[config.mk]
export PLATFORM = sky130hd
export DESIGN_NAME = char_lcd_command_serializer_core
export DESIGN_NICKNAME = d
export VERILOG_FILES = /design/src/design/lcs_pkg.sv /design/src/design/lcs_job_q.sv /design/src/design/lcs_front.sv /design/src/design/lcs_back.sv /design/src/design/char_lcd_command_serializer_core.sv
export SDC_FILE = /design/constraint.sdc
export NUM_CORES = 1
export LEC_CHECK = 0
export BUFFER_PORTS_ARGS = -buffer_cell sky130_fd_sc_hd__buf_2
export CORE_UTILIZATION = 27
export CTS_CLUSTER_SIZE = 8
export DETAILED_ROUTE_END_ITERATION = 10
export PLACE_DENSITY_LB_ADDON = 0.25
export RECOVER_POWER = 25
export SLEW_MARGIN = 25
export SYNTH_ARGS = -nofsm -noshare
export SYNTH_HDL_FRONTEND = slang
export SYNTH_SLANG_ARGS = --single-unit
[constraint.sdc]
create_clock -name clk -period 4 [get_ports clk]
set_clock_uncertainty 0.05 [all_clocks]
set_input_delay 0.4 -clock clk [delete_from_list [all_inputs] [get_ports clk]]
set_output_delay 0.4 -clock clk [all_outputs]
set_load 0.01 [all_outputs]
[src/design/lcs_pkg.sv]
package lcs_pkg;

  // Default saturation limit for the columns register
  localparam int MAX_COLUMNS_DEF = 40;

  // Depth of the job queue between the command front end and the serializer
  localparam int JOB_Q_DEPTH = 4;
  localparam int JOB_Q_PTR_W = $clog2(JOB_Q_DEPTH);

  // Configuration port
  localparam int CFG_IDX_W  = 3;
  localparam int CFG_DATA_W = 6;

  localparam logic [CFG_IDX_W-1:0] CFG_COLUMNS      = 3'd0;
  localparam logic [CFG_IDX_W-1:0] CFG_ROWS         = 3'd1;
  localparam logic [CFG_IDX_W-1:0] CFG_FUNCTION     = 3'd2;
  localparam logic [CFG_IDX_W-1:0] CFG_INIT_DISPLAY = 3'd3;
  localparam logic [CFG_IDX_W-1:0] CFG_INIT_ENTRY   = 3'd4;

  // Expander byte control bits
  localparam logic [7:0] BIT_RS = 8'h01;
  localparam logic [7:0] BIT_EN = 8'h04;
  localparam logic [7:0] BIT_BL = 8'h08;

  typedef enum logic [4:0] {
    KIND_INIT            = 5'd0,
    KIND_CHAR            = 5'd1,
    KIND_HOME            = 5'd2,
    KIND_SET_CURSOR      = 5'd3,
    KIND_CLEAR           = 5'd4,
    KIND_DISPLAY_OFF     = 5'd5,
    KIND_DISPLAY_ON      = 5'd6,
    KIND_CURSOR_OFF      = 5'd7,
    KIND_CURSOR_ON       = 5'd8,
    KIND_BLINK_OFF       = 5'd9,
    KIND_BLINK_ON        = 5'd10,
    KIND_SHIFT_LEFT      = 5'd11,
    KIND_SHIFT_RIGHT     = 5'd12,
    KIND_LTR             = 5'd13,
    KIND_RTL             = 5'd14,
    KIND_AUTOSCROLL_ON   = 5'd15,
    KIND_AUTOSCROLL_OFF  = 5'd16,
    KIND_BACKLIGHT_ON    = 5'd17,
    KIND_BACKLIGHT_OFF   = 5'd18
  } kind_t;

  typedef enum logic [2:0] {
    ST_OK          = 3'd0,
    ST_BAD_ARG     = 3'd1,
    ST_BAD_STATE   = 3'd2,
    ST_BAD_ROWS    = 3'd3,
    ST_UNSUPPORTED = 3'd4
  } status_t;

  // One command transaction
  typedef struct packed {
    logic [4:0] kind;
    logic [7:0] char_code;
    logic [5:0] column;
    logic [1:0] row;
  } cmd_t;

  // One result transaction
  typedef struct packed {
    logic [7:0] expander_byte;
    logic       has_byte;
    logic [2:0] status;
    logic       last;
  } result_t;

  // One queued job: a bus byte (or a lone high nibble), or a status-only result
  typedef struct packed {
    logic [7:0] byte_val;
    logic       rs;
    logic       bl;
    logic       half;
    logic       has_byte;
    logic       last;
    status_t    status;
  } job_t;

  // Queue status seen by the front end and the serializer
  typedef struct packed {
    logic full;
    logic valid;
  } q_stat_t;

endpackage

[src/design/lcs_job_q.sv]
module lcs_job_q (
  input  logic            clk,
  input  logic            rst_n,
  input  logic            push,
  input  lcs_pkg::job_t   push_job,
  input  logic            pop,
  output lcs_pkg::job_t   head_job,
  output lcs_pkg::q_stat_t stat
);

  localparam int PW = lcs_pkg::JOB_Q_PTR_W;

  lcs_pkg::job_t          mem_r [lcs_pkg::JOB_Q_DEPTH];
  logic [PW-1:0]          wr_ptr_r;
  logic [PW-1:0]          rd_ptr_r;
  logic [PW:0]            count_r;

  assign stat.full  = (count_r == (PW+1)'(lcs_pkg::JOB_Q_DEPTH));
  assign stat.valid = (count_r != '0);
  assign head_job   = mem_r[rd_ptr_r];

  // Store pushed jobs
  always_ff @(posedge clk) begin
    if (push) begin
      mem_r[wr_ptr_r] <= push_job;
    end
  end

  // Advance pointers and fill count
  always_ff @(posedge clk) begin
    if (!rst_n) begin
      wr_ptr_r <= '0;
      rd_ptr_r <= '0;
      count_r  <= '0;
    end else begin
      if (push) begin
        wr_ptr_r <= wr_ptr_r + PW'(1);
      end
      if (pop) begin
        rd_ptr_r <= rd_ptr_r + PW'(1);
      end
      if (push && !pop) begin
        count_r <= count_r + (PW+1)'(1);
      end else if (pop && !push) begin
        count_r <= count_r - (PW+1)'(1);
      end
    end
  end

endmodule

[src/design/lcs_front.sv]
module lcs_front #(
  parameter int MAX_COLUMNS = lcs_pkg::MAX_COLUMNS_DEF
) (
  input  logic                            clk,
  input  logic                            rst_n,
  input  logic                            cfg_we,
  input  logic [lcs_pkg::CFG_IDX_W-1:0]   cfg_index,
  input  logic [lcs_pkg::CFG_DATA_W-1:0]  cfg_wdata,
  input  logic                            in_push,
  input  lcs_pkg::cmd_t                   in_cmd,
  output logic                            in_full,
  input  lcs_pkg::q_stat_t                q_stat,
  output logic                            q_push,
  output lcs_pkg::job_t                   q_job
);

  localparam logic [3:0] INIT_LAST_STEP = 4'd8;

  // Configuration registers
  logic [5:0] columns_r;
  logic [2:0] rows_r;
  logic [4:0] fbits_r;
  logic [2:0] idc_r;
  logic [1:0] iem_r;

  // Tracked display state
  logic [5:0] cur_col_r, cur_col_nxt;
  logic [1:0] cur_line_r, cur_line_nxt;
  logic [2:0] disp_r, disp_nxt;
  logic [1:0] entry_r, entry_nxt;
  logic       bl_r, bl_nxt;
  logic       init_done_r;

  // Init sequencer
  logic       init_busy_r;
  logic [3:0] init_step_r;

  logic          accept;
  logic          init_start;
  lcs_pkg::job_t cmd_job;
  lcs_pkg::job_t init_job;

  // Cursor helpers
  logic          adv_wrap;
  logic [5:0]    adv_col;
  logic [1:0]    adv_line;
  lcs_pkg::status_t adv_st;
  logic [5:0]    ret_col;
  logic [1:0]    ret_line;
  logic [5:0]    pc_col;
  logic [1:0]    pc_line;
  logic          pc_bad;
  logic [7:0]    pc_byte;
  logic          rows_four;
  logic          rows_two;

  function automatic logic [6:0] line_offset(input logic [1:0] l);
    logic [6:0] off;
    case (l)
      2'd0:    off = 7'h00;
      2'd1:    off = 7'h40;
      2'd2:    off = 7'h14;
      default: off = 7'h54;
    endcase
    return off;
  endfunction

  assign in_full = init_busy_r || q_stat.full;
  assign accept  = in_push && !in_full;

  assign rows_four = (rows_r == 3'd4);
  assign rows_two  = (rows_r == 3'd2);

  // Move right one place, wrapping to the next line by row count
  always_comb begin
    adv_wrap = (({1'b0, cur_col_r} + 7'd1) >= {1'b0, columns_r});
    adv_col  = adv_wrap ? 6'd0 : cur_col_r + 6'd1;
    adv_line = cur_line_r;
    adv_st   = lcs_pkg::ST_OK;
    if (adv_wrap) begin
      if (rows_four) begin
        case (cur_line_r)
          2'd0:    adv_line = 2'd2;
          2'd1:    adv_line = 2'd3;
          2'd2:    adv_line = 2'd1;
          default: adv_line = 2'd0;
        endcase
      end else if (rows_two) begin
        adv_line = {1'b0, ~cur_line_r[0]};
      end else begin
        adv_st = lcs_pkg::ST_BAD_ROWS;
      end
    end
  end

  // Move left one place, wrapping to the previous line by row count
  always_comb begin
    ret_line = cur_line_r;
    if (cur_col_r != 6'd0) begin
      ret_col = cur_col_r - 6'd1;
    end else begin
      ret_col = columns_r - 6'd1;
      if (rows_four) begin
        case (cur_line_r)
          2'd0:    ret_line = 2'd3;
          2'd1:    ret_line = 2'd2;
          2'd2:    ret_line = 2'd0;
          default: ret_line = 2'd1;
        endcase
      end else if (rows_two) begin
        ret_line = {1'b0, ~cur_line_r[0]};
      end
    end
  end

  // Set-address byte for an explicit or current cursor position
  always_comb begin
    if (in_cmd.kind == lcs_pkg::KIND_SET_CURSOR) begin
      pc_col  = in_cmd.column;
      pc_line = in_cmd.row;
    end else begin
      pc_col  = cur_col_r;
      pc_line = cur_line_r;
    end
    pc_bad  = (pc_col >= columns_r) || ({1'b0, pc_line} >= rows_r);
    pc_byte = 8'h80 | ({2'b00, pc_col} + {1'b0, line_offset(pc_line)});
  end

  // Decode the command into one job and the next tracked state
  always_comb begin
    cmd_job          = '0;
    cmd_job.bl       = bl_r;
    cmd_job.has_byte = 1'b1;
    cmd_job.last     = 1'b1;
    cmd_job.status   = lcs_pkg::ST_OK;
    cur_col_nxt      = cur_col_r;
    cur_line_nxt     = cur_line_r;
    disp_nxt         = disp_r;
    entry_nxt        = entry_r;
    bl_nxt           = bl_r;
    init_start       = 1'b0;

    case (in_cmd.kind)
      lcs_pkg::KIND_INIT: begin
        cmd_job.has_byte = 1'b0;
        if (fbits_r[4]) begin
          cmd_job.status = lcs_pkg::ST_BAD_ARG;
        end else if (init_done_r) begin
          cmd_job.status = lcs_pkg::ST_BAD_STATE;
        end else begin
          init_start   = 1'b1;
          disp_nxt     = idc_r | 3'b100;
          entry_nxt    = iem_r | 2'b10;
          cur_col_nxt  = 6'd0;
          cur_line_nxt = 2'd0;
        end
      end
      lcs_pkg::KIND_CHAR: begin
        if (in_cmd.char_code == 8'd0) begin
          cmd_job.has_byte = 1'b0;
          cmd_job.status   = lcs_pkg::ST_BAD_ARG;
        end else begin
          cmd_job.byte_val = in_cmd.char_code;
          cmd_job.rs       = 1'b1;
          if (entry_r[1]) begin
            cur_col_nxt    = adv_col;
            cur_line_nxt   = adv_line;
            cmd_job.status = adv_st;
          end else begin
            cur_col_nxt  = ret_col;
            cur_line_nxt = ret_line;
          end
        end
      end
      lcs_pkg::KIND_HOME: begin
        cmd_job.byte_val = 8'h02;
        cur_col_nxt      = 6'd0;
        cur_line_nxt     = 2'd0;
      end
      lcs_pkg::KIND_SET_CURSOR,
      lcs_pkg::KIND_BACKLIGHT_ON,
      lcs_pkg::KIND_BACKLIGHT_OFF: begin
        if (in_cmd.kind == lcs_pkg::KIND_BACKLIGHT_ON) begin
          bl_nxt = 1'b1;
        end else if (in_cmd.kind == lcs_pkg::KIND_BACKLIGHT_OFF) begin
          bl_nxt = 1'b0;
        end
        cmd_job.bl = bl_nxt;
        if (pc_bad) begin
          cmd_job.has_byte = 1'b0;
          cmd_job.status   = lcs_pkg::ST_BAD_ARG;
        end else begin
          cmd_job.byte_val = pc_byte;
          cur_col_nxt      = pc_col;
          cur_line_nxt     = pc_line;
        end
      end
      lcs_pkg::KIND_CLEAR: begin
        cmd_job.byte_val = 8'h01;
        cur_col_nxt      = 6'd0;
        cur_line_nxt     = 2'd0;
        entry_nxt        = entry_r | 2'b10;
      end
      lcs_pkg::KIND_DISPLAY_OFF: begin
        disp_nxt         = disp_r & 3'b011;
        cmd_job.byte_val = {5'b00001, disp_nxt};
      end
      lcs_pkg::KIND_DISPLAY_ON: begin
        disp_nxt         = disp_r | 3'b100;
        cmd_job.byte_val = {5'b00001, disp_nxt};
      end
      lcs_pkg::KIND_CURSOR_OFF: begin
        disp_nxt         = disp_r & 3'b101;
        cmd_job.byte_val = {5'b00001, disp_nxt};
      end
      lcs_pkg::KIND_CURSOR_ON: begin
        disp_nxt         = disp_r | 3'b010;
        cmd_job.byte_val = {5'b00001, disp_nxt};
      end
      lcs_pkg::KIND_BLINK_OFF: begin
        disp_nxt         = disp_r & 3'b110;
        cmd_job.byte_val = {5'b00001, disp_nxt};
      end
      lcs_pkg::KIND_BLINK_ON: begin
        disp_nxt         = disp_r | 3'b001;
        cmd_job.byte_val = {5'b00001, disp_nxt};
      end
      lcs_pkg::KIND_SHIFT_LEFT: begin
        cmd_job.byte_val = 8'h18;
        cur_col_nxt      = ret_col;
        cur_line_nxt     = ret_line;
      end
      lcs_pkg::KIND_SHIFT_RIGHT: begin
        cmd_job.byte_val = 8'h1C;
        cur_col_nxt      = adv_col;
        cur_line_nxt     = adv_line;
        cmd_job.status   = adv_st;
      end
      lcs_pkg::KIND_LTR: begin
        entry_nxt        = entry_r | 2'b10;
        cmd_job.byte_val = {6'b000001, entry_nxt};
      end
      lcs_pkg::KIND_RTL: begin
        entry_nxt        = entry_r & 2'b01;
        cmd_job.byte_val = {6'b000001, entry_nxt};
      end
      lcs_pkg::KIND_AUTOSCROLL_ON: begin
        cmd_job.has_byte = 1'b0;
        cmd_job.status   = lcs_pkg::ST_UNSUPPORTED;
      end
      lcs_pkg::KIND_AUTOSCROLL_OFF: begin
        entry_nxt        = entry_r & 2'b10;
        cmd_job.byte_val = {6'b000001, entry_nxt};
      end
      default: begin
        cmd_job.has_byte = 1'b0;
        cmd_job.status   = lcs_pkg::ST_BAD_ARG;
      end
    endcase
  end

  // Init sequence: four lone nibbles, then five full bytes
  always_comb begin
    init_job          = '0;
    init_job.bl       = bl_r;
    init_job.has_byte = 1'b1;
    init_job.status   = lcs_pkg::ST_OK;
    case (init_step_r)
      4'd0, 4'd1, 4'd2: begin
        init_job.byte_val = 8'h30;
        init_job.half     = 1'b1;
      end
      4'd3: begin
        init_job.byte_val = 8'h20;
        init_job.half     = 1'b1;
      end
      4'd4:    init_job.byte_val = {3'b001, fbits_r};
      4'd5:    init_job.byte_val = {5'b00001, disp_r};
      4'd6:    init_job.byte_val = 8'h01;
      4'd7:    init_job.byte_val = {6'b000001, entry_r};
      default: init_job.byte_val = 8'h02;
    endcase
    init_job.last = (init_step_r == INIT_LAST_STEP);
  end

  assign q_push = init_busy_r ? !q_stat.full : (accept && !init_start);
  assign q_job  = init_busy_r ? init_job : cmd_job;

  // Hold configuration; saturate columns at the supported maximum
  always_ff @(posedge clk) begin
    if (!rst_n) begin
      columns_r <= 6'd16;
      rows_r    <= 3'd2;
      fbits_r   <= 5'd8;
      idc_r     <= 3'd0;
      iem_r     <= 2'd2;
    end else if (cfg_we) begin
      case (cfg_index)
        lcs_pkg::CFG_COLUMNS: begin
          if ({1'b0, cfg_wdata} > 7'(MAX_COLUMNS)) begin
            columns_r <= 6'(MAX_COLUMNS);
          end else begin
            columns_r <= cfg_wdata;
          end
        end
        lcs_pkg::CFG_ROWS:         rows_r  <= cfg_wdata[2:0];
        lcs_pkg::CFG_FUNCTION:     fbits_r <= cfg_wdata[4:0];
        lcs_pkg::CFG_INIT_DISPLAY: idc_r   <= cfg_wdata[2:0];
        lcs_pkg::CFG_INIT_ENTRY:   iem_r   <= cfg_wdata[1:0];
        default: ;
      endcase
    end
  end

  // Update tracked state on each accepted transaction; step the init sequence
  always_ff @(posedge clk) begin
    if (!rst_n) begin
      cur_col_r   <= 6'd0;
      cur_line_r  <= 2'd0;
      disp_r      <= 3'd0;
      entry_r     <= 2'd2;
      bl_r        <= 1'b1;
      init_done_r <= 1'b0;
      init_busy_r <= 1'b0;
      init_step_r <= 4'd0;
    end else begin
      if (accept) begin
        cur_col_r  <= cur_col_nxt;
        cur_line_r <= cur_line_nxt;
        disp_r     <= disp_nxt;
        entry_r    <= entry_nxt;
        bl_r       <= bl_nxt;
        if (init_start) begin
          init_done_r <= 1'b1;
          init_busy_r <= 1'b1;
          init_step_r <= 4'd0;
        end
      end else if (init_busy_r && !q_stat.full) begin
        if (init_step_r == INIT_LAST_STEP) begin
          init_busy_r <= 1'b0;
        end
        init_step_r <= init_step_r + 4'd1;
      end
    end
  end

`ifndef SYNTH
  a_busy_after_init: assert property (@(posedge clk) disable iff (!rst_n)
    init_busy_r |-> init_done_r)
    else $error("init sequence running without init mark");

  a_no_push_when_full: assert property (@(posedge clk) disable iff (!rst_n)
    q_push |-> !q_stat.full)
    else $error("job pushed into a full queue");
`endif

endmodule

[src/design/lcs_back.sv]
module lcs_back (
  input  logic             clk,
  input  logic             rst_n,
  input  lcs_pkg::q_stat_t q_stat,
  input  lcs_pkg::job_t    q_job,
  output logic             q_pop,
  output logic             out_empty,
  input  logic             out_pop,
  output lcs_pkg::result_t out_result
);

  logic [2:0]       phase_r;
  logic [2:0]       final_phase;
  logic             at_final;
  logic             load;
  logic [3:0]       nib;
  logic             en;
  lcs_pkg::result_t res_nxt;
  lcs_pkg::result_t out_r;
  logic             out_valid_r;

  // Last phase of the head job: one status result, three or six expander bytes
  always_comb begin
    if (!q_job.has_byte) begin
      final_phase = 3'd0;
    end else if (q_job.half) begin
      final_phase = 3'd2;
    end else begin
      final_phase = 3'd5;
    end
  end

  assign at_final = (phase_r == final_phase);
  assign load     = q_stat.valid && (!out_valid_r || out_pop);
  assign q_pop    = load && at_final;

  // Build the expander byte for the current phase
  always_comb begin
    nib = (phase_r < 3'd3) ? q_job.byte_val[7:4] : q_job.byte_val[3:0];
    en  = (phase_r == 3'd1) || (phase_r == 3'd4);
    res_nxt = '0;
    if (q_job.has_byte) begin
      res_nxt.expander_byte = {nib, 4'b0000}
                            | (q_job.bl ? lcs_pkg::BIT_BL : 8'h00)
                            | (en ? lcs_pkg::BIT_EN : 8'h00)
                            | (q_job.rs ? lcs_pkg::BIT_RS : 8'h00);
      res_nxt.has_byte = 1'b1;
    end
    res_nxt.last   = q_job.last && at_final;
    res_nxt.status = res_nxt.last ? q_job.status : lcs_pkg::ST_OK;
  end

  assign out_empty  = !out_valid_r;
  assign out_result = out_r;

  // Hold the result register; refill it as it drains
  always_ff @(posedge clk) begin
    if (load) begin
      out_r <= res_nxt;
    end
  end

  // Advance the phase counter and output valid flag
  always_ff @(posedge clk) begin
    if (!rst_n) begin
      phase_r     <= 3'd0;
      out_valid_r <= 1'b0;
    end else begin
      if (load) begin
        out_valid_r <= 1'b1;
        phase_r     <= at_final ? 3'd0 : phase_r + 3'd1;
      end else if (out_pop) begin
        out_valid_r <= 1'b0;
      end
    end
  end

`ifndef SYNTH
  a_job_held: assert property (@(posedge clk) disable iff (!rst_n)
    (phase_r != 3'd0) |-> q_stat.valid)
    else $error("job left the queue before its bytes were sent");

  a_status_on_last: assert property (@(posedge clk) disable iff (!rst_n)
    (out_valid_r && (out_r.status != lcs_pkg::ST_OK)) |-> out_r.last)
    else $error("nonzero status on a result that is not last");
`endif

endmodule

[src/design/char_lcd_command_serializer_core.sv]
// Character-LCD command serializer for a 4-bit bus behind an 8-bit port
// expander. Commands enter through a queue-style port (in_push/in_full) and
// expander bytes leave through another (out_empty/out_pop), one result per
// cycle while out_pop drains them. Each bus byte goes out as six expander
// bytes (high nibble then low, each as data, data with enable, data without
// enable); a normal command therefore gives six expander bytes, init gives 42,
// and a rejected command gives one status-only result. The output rate is set
// by the serializer, which emits one expander byte per cycle while results are
// popped; a four-entry job queue lets new commands be decoded while earlier
// bytes are still going out, and in_full is high whenever that queue is full.
// While the init sequence is being queued (nine jobs, one per cycle while the
// job queue is not full), in_full stays high. Configuration is written through
// cfg_we/cfg_index/cfg_wdata by the user while idle; the block does not enforce it.
module char_lcd_command_serializer_core #(
  parameter int MAX_COLUMNS = lcs_pkg::MAX_COLUMNS_DEF
) (
  input  logic                            clk,
  input  logic                            rst_n,
  input  logic                            in_push,
  output logic                            in_full,
  input  lcs_pkg::cmd_t                   in_cmd,
  output logic                            out_empty,
  input  logic                            out_pop,
  output lcs_pkg::result_t                out_result,
  input  logic                            cfg_we,
  input  logic [lcs_pkg::CFG_IDX_W-1:0]   cfg_index,
  input  logic [lcs_pkg::CFG_DATA_W-1:0]  cfg_wdata
);

  lcs_pkg::q_stat_t q_stat;
  lcs_pkg::job_t    push_job;
  lcs_pkg::job_t    head_job;
  logic             q_push;
  logic             q_pop;

  lcs_front #(
    .MAX_COLUMNS(MAX_COLUMNS)
  ) u_front (
    .clk       (clk),
    .rst_n     (rst_n),
    .cfg_we    (cfg_we),
    .cfg_index (cfg_index),
    .cfg_wdata (cfg_wdata),
    .in_push   (in_push),
    .in_cmd    (in_cmd),
    .in_full   (in_full),
    .q_stat    (q_stat),
    .q_push    (q_push),
    .q_job     (push_job)
  );

  lcs_job_q u_job_q (
    .clk      (clk),
    .rst_n    (rst_n),
    .push     (q_push),
    .push_job (push_job),
    .pop      (q_pop),
    .head_job (head_job),
    .stat     (q_stat)
  );

  lcs_back u_back (
    .clk        (clk),
    .rst_n      (rst_n),
    .q_stat     (q_stat),
    .q_job      (head_job),
    .q_pop      (q_pop),
    .out_empty  (out_empty),
    .out_pop    (out_pop),
    .out_result (out_result)
  );

endmodule
* Word level (Yosys, flattened, before mapping)
Memories as Yosys holds them, arrays and structs flattened. A register that Yosys moved wholly into a read port is not among the register bits. Index checks and enable logic that the tools add are counted. W data, S select, Z words.
Storage, ports and cells: RAM bits 64, bits in latches 0, logic and storage cells 237, register bits after elaboration 61, ROM bits 0, memories 1
Cells by class: multiply operators 0, reduce and logical (&&, ||, !) cells 57, divide/modulo/power cells 0, bitwise operators 13, magnitude comparators 5, shift operators 0, eq/ne operators 45, $add $sub $neg 11, multiplexer cells 80
Memories:
- u_job_q.mem_r | depth 4, bits a word 16, rd ports 1, clocked after memory_dff 1, wr ports 1, line lcs_job_q.sv:13 | lcs_pkg::job_t mem_r [lcs_pkg::JOB_Q_DEPTH];
Operators by type and width (number):
- $pmux W8 S15 | 1
- $pmux W6 S6 | 2
- $mux W6 | 9
- $eq A5 B4 Y1 const B | 8
- $mux W2 | 19
- $mux W3 | 11
- $reduce_and A8 Y1 | 3
- $mux W1 | 22
- $pmux W3 S7 | 1
- $pmux W7 S3 | 1
- $eq A5 B3 Y1 const B | 4
- $mux W4 | 5
- $pmux W3 S6 | 1
- $eq A4 B3 Y1 const B | 4
- $mux W16 | 1
- $or A8 B8 Y8 | 2
- $eq A5 B5 Y1 const B | 3
- $reduce_bool A3 Y1 | 5
- $reduce_and A2 Y1 | 7
- $reduce_or A13 Y1 | 1
- $eq A3 B3 Y1 const B | 4
- $pmux W2 S3 | 2
- $pmux W2 S6 | 1
- $reduce_and A6 Y1 | 2
- other kinds (46) | 92

* Logic depth before layout (Yosys ltp)
Gate-level depths: netlist of the first run.
depth after elaboration 10, gate-level depth with buffers 14, mapped depth without buffers 13

* By module
A second synthesis of the first run with hierarchy kept.
Second synthesis, totals: cells, all modules 702, area total of the unflattened synthesis 7297.0 um^2
By module, submodules not included:
- lcs_front | seq. area each 740.7 um^2, times used 1, area each 3697.3 um^2, cells an instance 504
- lcs_job_q | seq. area each 2102.0 um^2, times used 1, area each 2792.7 um^2, cells an instance 127
- lcs_back | seq. area each 440.4 um^2, times used 1, area each 807.0 um^2, cells an instance 71

* Worst setup path before layout of the first run
OpenSTA, ideal clock, no wires.
path type input to register, from input port in_cmd[19] in the netlist's numbering, to memory u_job_q.mem_r[0][9] in the netlist's numbering, data pin, data arrival time 2855 ps, setup time 201 ps, path slack 894 ps, cell stages on the path 10, cell sequence or2_2 nor3_4 mux2_2 ha_1 a211o_1 a31oi_1 o22ai_1 nor3_2 a211oi_1 o21ai_0
RTL lines:
- from (decl) | line char_lcd_command_serializer_core.sv:21 | input lcs_pkg::cmd_t in_cmd,
- to (decl) | line lcs_job_q.sv:13

==> flow_metrics.tcl, run 1 <==
set metrics [dict create \
    maxSlewViolCount 33 \
    grt_use_met3 0.03390 \
    ys_ff_latch 126 \
    tritoncts "done" \
    tightest_slew_ps 1556 \
    h-tree-depth 4 \
    antenna_cells 0 \
    wl_per_cell_um 17.58 \
    setup_ws_ps 578.7 \
    cts-buffers-inserted 17 \
    post-dp-hpwl_mm 14.08 \
    fin_util 0.3198 \
    clock_latency_ps 420 \
    root_buffer "clkbuf_16" \
    setup_viol 0 \
    fin_crit_sh 0.8553 \
    place_inst 1050 \
    violations "max-capacitance violations, max-slew violations" \
    crit_type "reg2reg" \
    grt_pass1_vias 5234 \
    ys_warn_count 0 \
    maxCapViolations 1 \
    area_delta_synth_final_pct 16.30 \
    clockBufferDepth 2 \
    synthCells 689 \
    cts_hold_buf 0 \
    rows 59 \
    synth_seq_area_share 0.4595 \
    min_period_ps 3421 \
    synth_top_family_by_area "compound AO/OA/AOI/OAI gates" \
    grt_pass1_wl_mm 29.86 \
    cts_resized 0 \
    swShare 0.2915 \
    grt_use_met2 0.2403 \
    synth_nets 759 \
    die_w_um 164.7 \
    antenna_found_initial 0 \
    gp_congestion 0.8605 \
    comb_power_share 0.242 \
    cp.arrival_ps 3700 \
    dr.pass1.iters 7 \
    num_vias 5438 \
    chipHeight_um 164.7 \
    syn_avg_cell_area_sq_um 10.37 \
    sequentialPowerShare 0.385 \
    synth-edff-count 76 \
    critPathLaunchType "register" \
    synth_xor_area_frac 0.02819 \
    endpoint_kind "register" \
    total_power_uw 4455 \
    status "finished, violations left" \
    hp-class "in2reg" \
    start_util 0.2750 \
    busiest_layer "met2" \
    final_cell_mix "edfxtp_1 (76), nor2_1 (64), a21oi_1 (55)" \
    slew_headroom -0.03703 \
    grt.total_usage 0.1475 \
    viasPerCell 5.031 \
    synthFlopType "edfxtp_1" \
    p_clk_frac 0.373 \
    worstPathRequired_ps 4280 \
    async_flop_share 0 \
    route.detailed.drc 0 \
    numPortBuffers 48 \
    pre_cts_ws_ps 425.6 \
    num_io_pins 50 \
    clock_sinks 126 \
    tns_ps 0 \
    final_cells 1081 \
    drtAntennaViolNets 0 \
    muxShareOfSynthArea 0.08475 \
    fmax_mhz 292.3 \
    synth-compound-area-share 0.1627 \
    drt-total-wl_mm 19.00 \
    dieArea_sq_um 27120 \
    grt-ovfl-total 0 \
    grt_max_degree 36 \
    hold_viol_final 0 \
    use_met1 0.1879 \
    drt_iter0_markers 328 \
    intPower_uw 3156 \
    clkTransAtPathRegs_ps 60 \
    synthAdderAreaFrac 0.06234 \
    drive_above_1_share 0.1461 \
    post-cts-setup-buffer-count 0 \
    irDropWorstVdd_mv 0.2807 \
    yosys.area_share.simple 0.1543 \
    yosysUniqueCellTypes 81 \
    rsz0062_at_grt "false" \
    cp_max_fo 8 \
    core_sq_um 25980 \
    mostFrequentLayoutCell "edfxtp_1" \
    power.density_nw_per_um2 536.0 \
    power.switching_uw 1299 \
    nets 804 \
    syn_area_sq_um 7146 \
    leakage_uw 0.002981 \
    nFillCells 2690 \
]
==> worst max-delay path, stage by stage, from the launching register on <==
cell	delay (ps)
dfxtp_1	590
mux2_4	350
o21ai_4	200
inv_1	150
and4_1	200
a211oi_1	330
nand2b_4	230
ha_1	200
inv_1	60
fa_1	370
xor2_1	170
or3_1	310
a21oi_1	140
==> through the flow <==
step	instance area, sq um	hold WS (ps)
2_1_floorplan	7146	386.3
3_3_place_gp	7715	395.5
3_5_place_dp	7715	404.0
4_1_cts	8341	180.8
5_1_grt	8310	197.0
6_report	8310	194.9
==> cell type report <==
type | count | area [sq um] | share of cell area
Multi-Input combinational cell | 490 | 3525 | 0.4241
Sequential cell | 126 | 3283 | 0.3951
Clock buffer | 19 | 432.9 | 0.05209
Tap cell | 335 | 419.2 | 0.05044
Timing Repair Buffer | 63 | 322.8 | 0.03884
Clock inverter | 12 | 192.7 | 0.02319
Inverter | 36 | 135.1 | 0.01626
==> layer usage <==
metal / part of all wire / wire, um / vias to the layer above
met5: 0 / 0 / -
met4: 0.028 / 538 / 0
met3: 0.049 / 923 / 35
met2: 0.48 / 9074 / 158
met1: 0.45 / 8464 / 2594
li1: - / - / 2651
==> synth_stat cells (3+ instances only) <==
library cell | n | area [sq um]
edfxtp_1 | 76 | 2282
nor2_1 | 64 | 240.2
a21oi_1 | 56 | 280.3
dfxtp_1 | 50 | 1001
nand2_1 | 49 | 183.9
ha_1 | 34 | 425.4
inv_1 | 34 | 127.6
o21ai_0 | 28 | 140.1
nand3_1 | 24 | 120.1
mux2i_1 | 23 | 230.2
clkbuf_1 | 18 | 67.56
mux4_2 | 15 | 337.8
nor3_1 | 15 | 75.07
xor2_1 | 13 | 113.9
a211oi_1 | 11 | 82.58
nand2b_1 | 11 | 68.82
o22ai_1 | 11 | 68.82
a31oi_1 | 10 | 62.56
nor2b_1 | 10 | 62.56
xnor2_1 | 10 | 87.58
and2_1 | 8 | 50.05
buf_2 | 6 | 30.03
buf_6 | 6 | 67.56
or3_1 | 6 | 37.54
a222oi_1 | 5 | 50.05
o211ai_1 | 5 | 37.54
o31ai_1 | 5 | 37.54
a211o_1 | 4 | 35.03
buf_4 | 4 | 30.03
nor3b_1 | 4 | 30.03
a221oi_1 | 3 | 26.28
a2bb2oi_1 | 3 | 26.28
and3_1 | 3 | 18.77
buf_1 | 3 | 11.26
nor4_1 | 3 | 18.77
or2_2 | 3 | 18.77
==> power by group through the flow <==
stage	logic, uW	clock network [uW]	registers (uW)
after CTS	1130	1700	1710
after global placement	1120	0	1740
after detailed placement	1130	0	1740
after global routing	1220	1750	1740
after floorplan	792	0	1740
final	1080	1660	1710
==> registers in the layout, summed over array words and instances, names as in the netlist, named ones only <==
| signal | flops |
|---|---|
| u_job_q.mem_r | 64 |
| u_front.idc_r | 2 |
| u_front.init_step_r | 4 |
| u_front.init_busy_r | 1 |
| u_job_q.count_r | 3 |
| u_front.entry_r | 2 |
| u_front.disp_r | 3 |
| u_front.fbits_r | 5 |
| u_job_q.wr_ptr_r | 2 |
| u_front.iem_r | 1 |
| u_front.cur_col_r | 6 |
| u_front.init_done_r | 1 |
| u_back.out_valid_r | 1 |
| u_front.rows_r | 3 |
| u_front.columns_r | 6 |
| u_front.bl_r | 1 |
| u_back.out_result | 12 |
| u_job_q.rd_ptr_r | 2 |
| u_front.cur_line_r | 2 |
| u_back.phase_r | 3 |
==> worst paths after layout <==
kind                                startpoint                           endpoint  slack [ps]  cells after the start
max                                   register    u_job_q.count_r[2]$_SDFFE_PN0P_         580                     12
max reg2reg                           register    u_job_q.count_r[2]$_SDFFE_PN0P_         580                     12
min                               cfg_wdata[5]  u_front.columns_r[5]$_SDFFE_PN0P_         190                      3
min reg2reg  u_front.columns_r[5]$_SDFFE_PN0P_  u_front.columns_r[5]$_SDFFE_PN0P_         410                      2
==> cells by family after synthesis <==
| kind of cell | Yosys count |
|---|---|
| multiplexers | 41 |
| buffers and inverters | 73 |
| other | 1 |
| AND/OR/NAND/NOR | 218 |
| AO/OA/AOI/OAI | 172 |
| XOR/XNOR | 23 |
| adder cells (fa/ha/maj) | 35 |
| flip-flops | 126 |
Power figures use the tool's default switching activity.
==> run 2, diff against run 1 <==
BUFFER_PORTS_ARGS = not set   (was -buffer_cell sky130_fd_sc_hd__buf_2)
DONT_BUFFER_PORTS = 1   (was not set)
==> run 2 against run 1 <==
Against the previous run:
- the flow still finishes with violations (max-capacitance violations, max-slew violations)
- critical path depth shrank 1
- final area shrank 3.3%
- routed wire length shrank 0.30%
- fmax grew 1.2%
- sequential cell count is the same
- sequential share of layout area grew 1.4 points
- total power shrank 3.2%
- first-iteration DRC count is the same
- clock-buffer cell count shrank 2
- global-route usage grew 0.073 points
- via count shrank 3.4%
- core utilization shrank 1.1 points
- highest routed layer unchanged
==> flow_metrics.tcl, run 2 (synthesis gave the netlist of run 1 again) <==
set metrics [dict create \
    critPathLaunchType "register" \
    worstHoldEndpoint "u_front.bl_r$_SDFFE_PN1P_" \
    h-tree-depth 4 \
    area_delta_synth_final_pct 12.45 \
    power.density_nw_per_um2 536.5 \
    swShare 0.3019 \
    endpoint_kind "register" \
    r2r_end "u_job_q.count_r[2]$_SDFFE_PN0P_" \
    num_io_pins 50 \
    intPower_uw 3010 \
    clock_latency_ps 420 \
    drtAntennaViolNets 0 \
    cp.arrival_ps 3660 \
    fin_crit_sh 0.8453 \
    grt_max_degree 37 \
    worstPathRequired_ps 4280 \
    clock_sinks 126 \
    comb_power_share 0.221 \
    setup_viol 0 \
    nets 751 \
    slew_headroom -0.04435 \
    tritoncts "done" \
    hold_viol_final 0 \
    nFillCells 2673 \
    hp-class "in2reg" \
    chipHeight_um 164.7 \
    drt-total-wl_mm 18.94 \
    antenna_cells 0 \
    die_w_um 164.7 \
    mostFrequentLayoutCell "edfxtp_1" \
    fmax_mhz 295.8 \
    sequentialPowerShare 0.408 \
    final_cell_mix "edfxtp_1 (76), nor2_1 (64), a21oi_1 (55)" \
    wl_per_cell_um 18.41 \
    route.detailed.drc 0 \
    setup_ws_ps 618.9 \
    regMostFlops "u_job_q.mem_r" \
    cp_max_fo 11 \
    leakage_uw 0.002797 \
    maxCapViolations 1 \
    tns_ps 0 \
    maxSlewViolCount 31 \
    violations "max-capacitance violations, max-slew violations" \
    pre_cts_ws_ps 342.5 \
    dr.pass1.iters 5 \
    r2r_cells 11 \
    num_vias 5254 \
    drive_above_1_share 0.1110 \
    hold_depth 1 \
    antenna_found_initial 0 \
    grt_pass1_wl_mm 29.75 \
    grt-ovfl-total 0 \
    p_clk_frac 0.371 \
    status "finished, violations left" \
    cts-buffers-inserted 17 \
    start_util 0.2750 \
    grt.total_usage 0.1483 \
    numPortBuffers 0 \
    root_buffer "clkbuf_16" \
    grt_pass1_vias 5149 \
    rsz0062_at_grt "false" \
    timing.hold.ws_ps 20.46 \
    post-dp-hpwl_mm 13.95 \
    rows 59 \
    viasPerCell 5.106 \
    drt_iter0_markers 328 \
    post-cts-setup-buffer-count 0 \
    worstHoldStart "rst_n" \
    crit_type "reg2reg" \
    tightest_slew_ps 1567 \
    irDropWorstVdd_mv 0.2881 \
    rrSetupSlack_ps 620 \
    largest_reg_flops 64 \
    dieArea_sq_um 27120 \
    cts_resized 0 \
    clockBufferDepth 2 \
    cts_hold_buf 1 \
    core_sq_um 25980 \
    min_period_ps 3381 \
    power.switching_uw 1301 \
    clkTransAtPathRegs_ps 60 \
    gp_congestion 0.8627 \
]
[run 2: changes by cell type in the layout (fill, tap and decap cells not counted), sizes merged]
cell,delta
bufinv,-2
buf,-39
clkinvlp,+2
inv,+5
clkinv,-2
dlygate4sd3,+1
clkbuf,-17
[run 2: worst max path at each step]
stage                     from                               to  slack, ps  cells after the start
global route          register  u_job_q.count_r[2]$_SDFFE_PN0P_        400                     11
floorplan           in_cmd[19]    u_job_q.mem_r[0][9]$_DFFE_PP_        890                     10
CTS                   register  u_job_q.count_r[2]$_SDFFE_PN0P_        600                     11
finish                register  u_job_q.count_r[2]$_SDFFE_PN0P_        620                     11
detailed placement  in_cmd[19]    u_job_q.mem_r[0][9]$_DFFE_PP_        340                     12
global placement    in_cmd[19]    u_job_q.mem_r[0][9]$_DFFE_PP_        440                     10
[run 2: power by group through the flow]
stage / combinational [uW] / clock (uW) / sequential, uW
after floorplan: 792 / 0 / 1740
after global placement: 972 / 0 / 1780
after detailed placement: 971 / 0 / 1790
after CTS: 978 / 1620 / 1760
after global routing: 1070 / 1690 / 1790
final: 954 / 1600 / 1760
[run 2: metal layers]
layer	wire length [um]	global-route usage	part of all wire
met4	500	0.05630	0.026
met2	9001	0.2399	0.48
met3	993	0.04093	0.052
met5	0	0	0
met1	8448	0.1870	0.45
[run 2: final cells by class]
class | count | area (sq um) | area share
repair buffers | 10 | 66.31 | 0.008253
multi-input cells | 490 | 3525 | 0.4386
clock buffers | 17 | 425.4 | 0.05294
flip-flops and latches | 126 | 3283 | 0.4086
well taps | 335 | 419.2 | 0.05216
clock inverters | 15 | 181.4 | 0.02258
inverters | 36 | 135.1 | 0.01682
[run 2: stage by stage]
stage / util / std cells / power (uW) / cell area [sq um]
detailed placement: 0.2859 / 996 / 2756 / 7430
floorplan: - / 689 / 2534 / 7146
global placement: 0.2859 / 996 / 2756 / 7430
CTS: 0.3097 / 1029 / 4361 / 8046
global route: 0.3092 / 1029 / 4547 / 8035
finish: 0.3092 / 1029 / 4311 / 8035
[run 2: worst max-delay path, cell delays in order, from the launching register on]
cell	delay (ps)
dfxtp_1	560
buf_4	310
mux4_2	350
and4_1	210
a211oi_1	340
nand2b_4	230
ha_1	200
inv_1	60
fa_1	370
xor2_1	170
or3_1	300
a21oi_1	140
